File: config.mk
export PLATFORM = sky130hd
export DESIGN_NAME = lphs_ctrl
export DESIGN_NICKNAME = d
export VERILOG_FILES = /design/src/rtl/core/lphs_pkg.sv /design/src/rtl/core/lphs_ctrl.sv
export SDC_FILE = /design/constraint.sdc
export NUM_CORES = 1
export LEC_CHECK = 0
export BUFFER_PORTS_ARGS = -buffer_cell sky130_fd_sc_hd__buf_2
export CAP_MARGIN = 5
export CORE_AREA = 2 2 39 41
export CTS_BUF_LIST = sky130_fd_sc_hd__clkbuf_8 sky130_fd_sc_hd__clkbuf_16
export DETAILED_ROUTE_END_ITERATION = 16
export DIE_AREA = 0 0 41 43
export GPL_TIMING_DRIVEN = 0
export HOLD_SLACK_MARGIN = 0.1
export SLEW_MARGIN = 30
export SYNTH_ARGS = -nofsm -noshare
export SYNTH_HDL_FRONTEND = slang
export SYNTH_SLANG_ARGS = --single-unit
File: constraint.sdc
create_clock -name clk -period 3.25 [get_ports clk]
set_input_delay 0.4875 -clock clk [delete_from_list [all_inputs] [get_ports clk]]
set_output_delay 0.4875 -clock clk [all_outputs]
set_load 0.05 [all_outputs]
File: src/rtl/core/lphs_pkg.sv
// Shared types, codes and default sizes for the linear-probe hash set.
// Depends on nothing; the top level, controller and datapath refer to it by scoped names.
`timescale 1ns / 1ps

package lphs_pkg;

	// default sizes, handed to the top-level parameters
	localparam int SLOTS_DEF       = 512;
	localparam int ENTRY_BYTES_DEF = 8;

	// fixed field widths
	localparam int MODE_W   = 3;
	localparam int ENTRY_W  = 64;
	localparam int STATUS_W = 3;
	localparam int SLOT_W   = 9;
	localparam int COUNT_W  = 10;
	localparam int THRESH_W = 10;

	localparam logic [THRESH_W-1:0] THRESH_RST = 10'd358;

	// operation codes
	localparam logic [MODE_W-1:0] MODE_ADD   = 3'd0;
	localparam logic [MODE_W-1:0] MODE_FIND  = 3'd1;
	localparam logic [MODE_W-1:0] MODE_FIRST = 3'd2;
	localparam logic [MODE_W-1:0] MODE_NEXT  = 3'd3;
	localparam logic [MODE_W-1:0] MODE_LAST  = 3'd4;

	// status codes
	localparam logic [STATUS_W-1:0] ST_OK        = 3'd0;
	localparam logic [STATUS_W-1:0] ST_EXISTS    = 3'd1;
	localparam logic [STATUS_W-1:0] ST_NOT_FOUND = 3'd2;
	localparam logic [STATUS_W-1:0] ST_FULL      = 3'd3;
	localparam logic [STATUS_W-1:0] ST_END       = 3'd4;
	localparam logic [STATUS_W-1:0] ST_INVALID   = 3'd5;

	typedef struct packed {
		logic [MODE_W-1:0]  mode;
		logic [ENTRY_W-1:0] entry;
	} item_in_t;

	typedef struct packed {
		logic [STATUS_W-1:0] status;
		logic [ENTRY_W-1:0]  entry_out;
		logic [SLOT_W-1:0]   slot;
		logic [COUNT_W-1:0]  count;
	} item_out_t;

	// controller to datapath
	typedef struct packed {
		logic clear_step;
		logic load;
		logic hash_start;
		logic walk_start;
		logic walk;
		logic commit;
	} cmd_t;

	// datapath to controller
	typedef struct packed {
		logic clear_last;
		logic is_probe;
		logic is_scan;
		logic ent_zero;
		logic next_end;
		logic hash_done;
		logic walk_stop;
		logic out_free;
	} sts_t;

endpackage

File: src/rtl/core/lphs_ctrl.sv
// Sequencing state machine of the hash set: clear pass, decode, hash, walk, commit.
// Depends on lphs_pkg for the command and status structs.
`timescale 1ns / 1ps

module lphs_ctrl (
	input  logic          clk,
	input  logic          arst_n,
	input  logic          in_valid,
	output logic          in_ready,
	input  lphs_pkg::sts_t sts,
	output lphs_pkg::cmd_t cmd
);

	typedef enum logic [2:0] {
		S_CLEAR,
		S_IDLE,
		S_DECODE,
		S_HASH,
		S_WALK,
		S_COMMIT
	} state_t;

	state_t state_q;

	assign in_ready = (state_q == S_IDLE);

	always_comb begin
		cmd = '0;
		unique case (state_q)
			S_CLEAR: cmd.clear_step = 1'b1;
			S_IDLE: cmd.load = in_valid;
			S_DECODE: begin
				if (sts.is_probe && !sts.ent_zero) begin
					cmd.hash_start = 1'b1;
				end else if (sts.is_scan && !sts.next_end) begin
					cmd.walk_start = 1'b1;
				end
			end
			S_HASH: cmd.walk_start = sts.hash_done;
			S_WALK: cmd.walk = 1'b1;
			S_COMMIT: cmd.commit = sts.out_free;
			default: cmd = '0;
		endcase
	end

	always_ff @(posedge clk or negedge arst_n) begin
		if (!arst_n) begin
			state_q <= S_CLEAR;
		end else begin
			unique case (state_q)
				S_CLEAR: if (sts.clear_last) state_q <= S_IDLE;
				S_IDLE: if (in_valid) state_q <= S_DECODE;
				S_DECODE: begin
					priority if (sts.is_probe && !sts.ent_zero) begin
						state_q <= S_HASH;
					end else if (sts.is_scan && !sts.next_end) begin
						state_q <= S_WALK;
					end else begin
						state_q <= S_COMMIT;
					end
				end
				S_HASH: if (sts.hash_done) state_q <= S_WALK;
				S_WALK: if (sts.walk_stop) state_q <= S_COMMIT;
				S_COMMIT: if (sts.out_free) state_q <= S_IDLE;
				default: state_q <= S_CLEAR;
			endcase
		end
	end

endmodule

==> metrics <==
Gate Count Post-Synth 31; DPL Wire Length 514 um; maxcap violations 0; Final Hold Vio Count 0; post-synth top area share 29.0%; initial antenna violation count 0; Setup CP Type reg -> out; all-layer global routing usage 8.44%; row count 14; I/O pin cnt 18; most frequent cells in the layout buf_2 (17), nor2_1 (8), clkbuf_8 (3), dfrtp_1 (3); critical path data required time 2.76 ns; gp weighted congestion 0.668; Starting Density 18.7%; Resized Gates After CTS 0; Fmax 543 MHz; GR Layer Usage met3 4.71%; RSZ-0062 raised after global routing false; clk_skew 0.00190 ns; NumNets Final 65; Initial DRT Pass Iterations 1; first-pass GRT wire length 959 um; die height 43 um; Final Cycle Share 56.7%; relative slew slack 83.6%; warnings from Yosys 0; Total Wirelength 606 um; post-synthesis sequential area ratio 29.0%; # H-tree levels 1; HP Class reg -> reg; GR Overflow Total 0; top flop regs state_q x3; LEAKAGE 0.229 nW; min Tclk post-route 1.84 ns; Synth Cell Area 259 um^2; Setup crit end kind primary output; cell area after layout 419 um^2; via count 272; post-place setup slack 1.52 ns; CTS tree yes; Die ar. 1760 um^2; vias in the first global route 262; Routed WL per cell 8.78 um; CP arrival 1.36 ns; Synth Net Count 42; crit path launch state_q[0]; hold_ws 0.487 ns; met2 Track Usage GR 13.1%; core region area 1380 um^2; Synth Register Bits 3; Syn-to-layout area delta 61.8%; met1 Use GR 7.74%; Fillers 148; largest register by flop count state_q; GR peak layer met2; max FFs per register 3; Routed Antenna Nets 0; Post-Place Cell Area 364 um^2; antenna diode count 0; startpoint types register; Root Driver clkbuf_8; vias per inst 3.94; share of cells above drive strength 1 52.8%; number of distinct library cells after synthesis 21; maximum vdd drop 0.252 mV; RR Startpoint state_q[2]; TritonCTS Buffers 3; Seq. cell area 75.1 um^2; largest net degree at the start of global routing 11; actual slew at the worst max-slew pin 0.248 ns; hold_buf cts 1; worst hold path startpoint state_q[2]; crit path max fanout 10; deepest clock path buffer count 2; post-route setup slack 1.41 ns; post-CTS setup buffers 0; Worst-Skew Late Latency 0.21 ns; Clock Pin Slew Worst Setup and Hold Paths 0.03 ns; Area contributors post-synth dfrtp_1 (29%), nor2_1 (12%), o32ai_2 (6.3%); Setup Total Neg Slack 0 ns; DRC viols 0; Multi-input gate area 169 um^2; Yosys top cell by area dfrtp_1; Num Clock Sinks 3; initial DRC count 0; Final Max Tran Viols 0; commonest non-fill, non-tap cell in the layout buf_2; IO Port Bufs 17; total power per unit cell area 1110 nW/um^2; count of final setup violators 0; Avg Inst Size Synth 8.35 um^2; outcome finished clean; Die X-Extent 41 um
==> worst paths after layout <==
check	to	slack [ns]	depth (start not counted)
worst max-delay path	cmd[2]	1.41	5
worst min-delay path	state_q[1]	0.49	1
worst max register to register	state_q[0]	2.10	3
worst min register to register	state_q[1]	0.49	1
max in group asynchronous	state_q[1]	2.54	2
min in group asynchronous	state_q[0]	0.60	2
==> per-layer routing <==
| layer | vias up | wire (um) |
|---|---|---|
| met1 | 117 | 246 |
| li1 | 147 | - |
| met4 | 0 | 0 |
| met5 | - | 0 |
| met2 | 8 | 315 |
| met3 | 0 | 44 |
==> worst max-delay path, cell delays in order (launching register included) <==
cell and delay [ns]:
dfrtp_1 0.37, buf_6 0.14, nor2_1 0.09, nand3_1 0.10
a21oi_1 0.16, buf_2 0.28
==> per-stage QoR <==
step	util, %	cells	power (mW)
CTS	30.3	69	0.474
global placement	26.3	64	0.361
detailed placement	26.3	64	0.366
floorplan	-	31	0.309
global route	30.3	69	0.505
finish	30.3	69	0.465
==> power breakdown <==
| part | switching (mW) | internal [mW] |
|---|---|---|
| Sequential | 0.0162 | 0.0551 |
| Clock | 0.0228 | 0.0802 |
| Combinational | 0.183 | 0.108 |
| Total | 0.222 | 0.243 |
==> final cells by class <==
type                            instances  share of cell area [%]
Sequential cell                         3                    17.9
Inverter                                1                   0.896
Tap cell                               16                    4.78
Multi-Input combinational cell         26                    40.3
Clock inverter                          1                   0.896
Clock buffer                            3                    9.85
Timing Repair Buffer                   18                    22.7
Buffer                                  1                    2.69
==> cell usage after synthesis <==
cell type / number
a211oi_2: 1
a21bo_2: 1
a21o_1: 1
a21oi_1: 2
a31o_1: 1
and2_1: 1
and2b_1: 1
and2b_2: 1
buf_6: 1
dfrtp_1: 3
inv_1: 1
nand2_1: 1
nand2_2: 1
nand2b_1: 1
nand3_1: 1
nor2_1: 8
nor3_1: 1
o32ai_2: 1
or2_4: 1
or2b_1: 1
or2b_2: 1
==> cell families after synthesis <==
| family | count (synthesis) | synth area share [%] |
|---|---|---|
| buffers and inverters | 2 | 5.80 |
| AOI/OAI and AO/OA | 7 | 25.1 |
| DFF | 3 | 29.0 |
| and+or+nand+nor | 19 | 40.1 |
(Power assumes the default switching activity.)
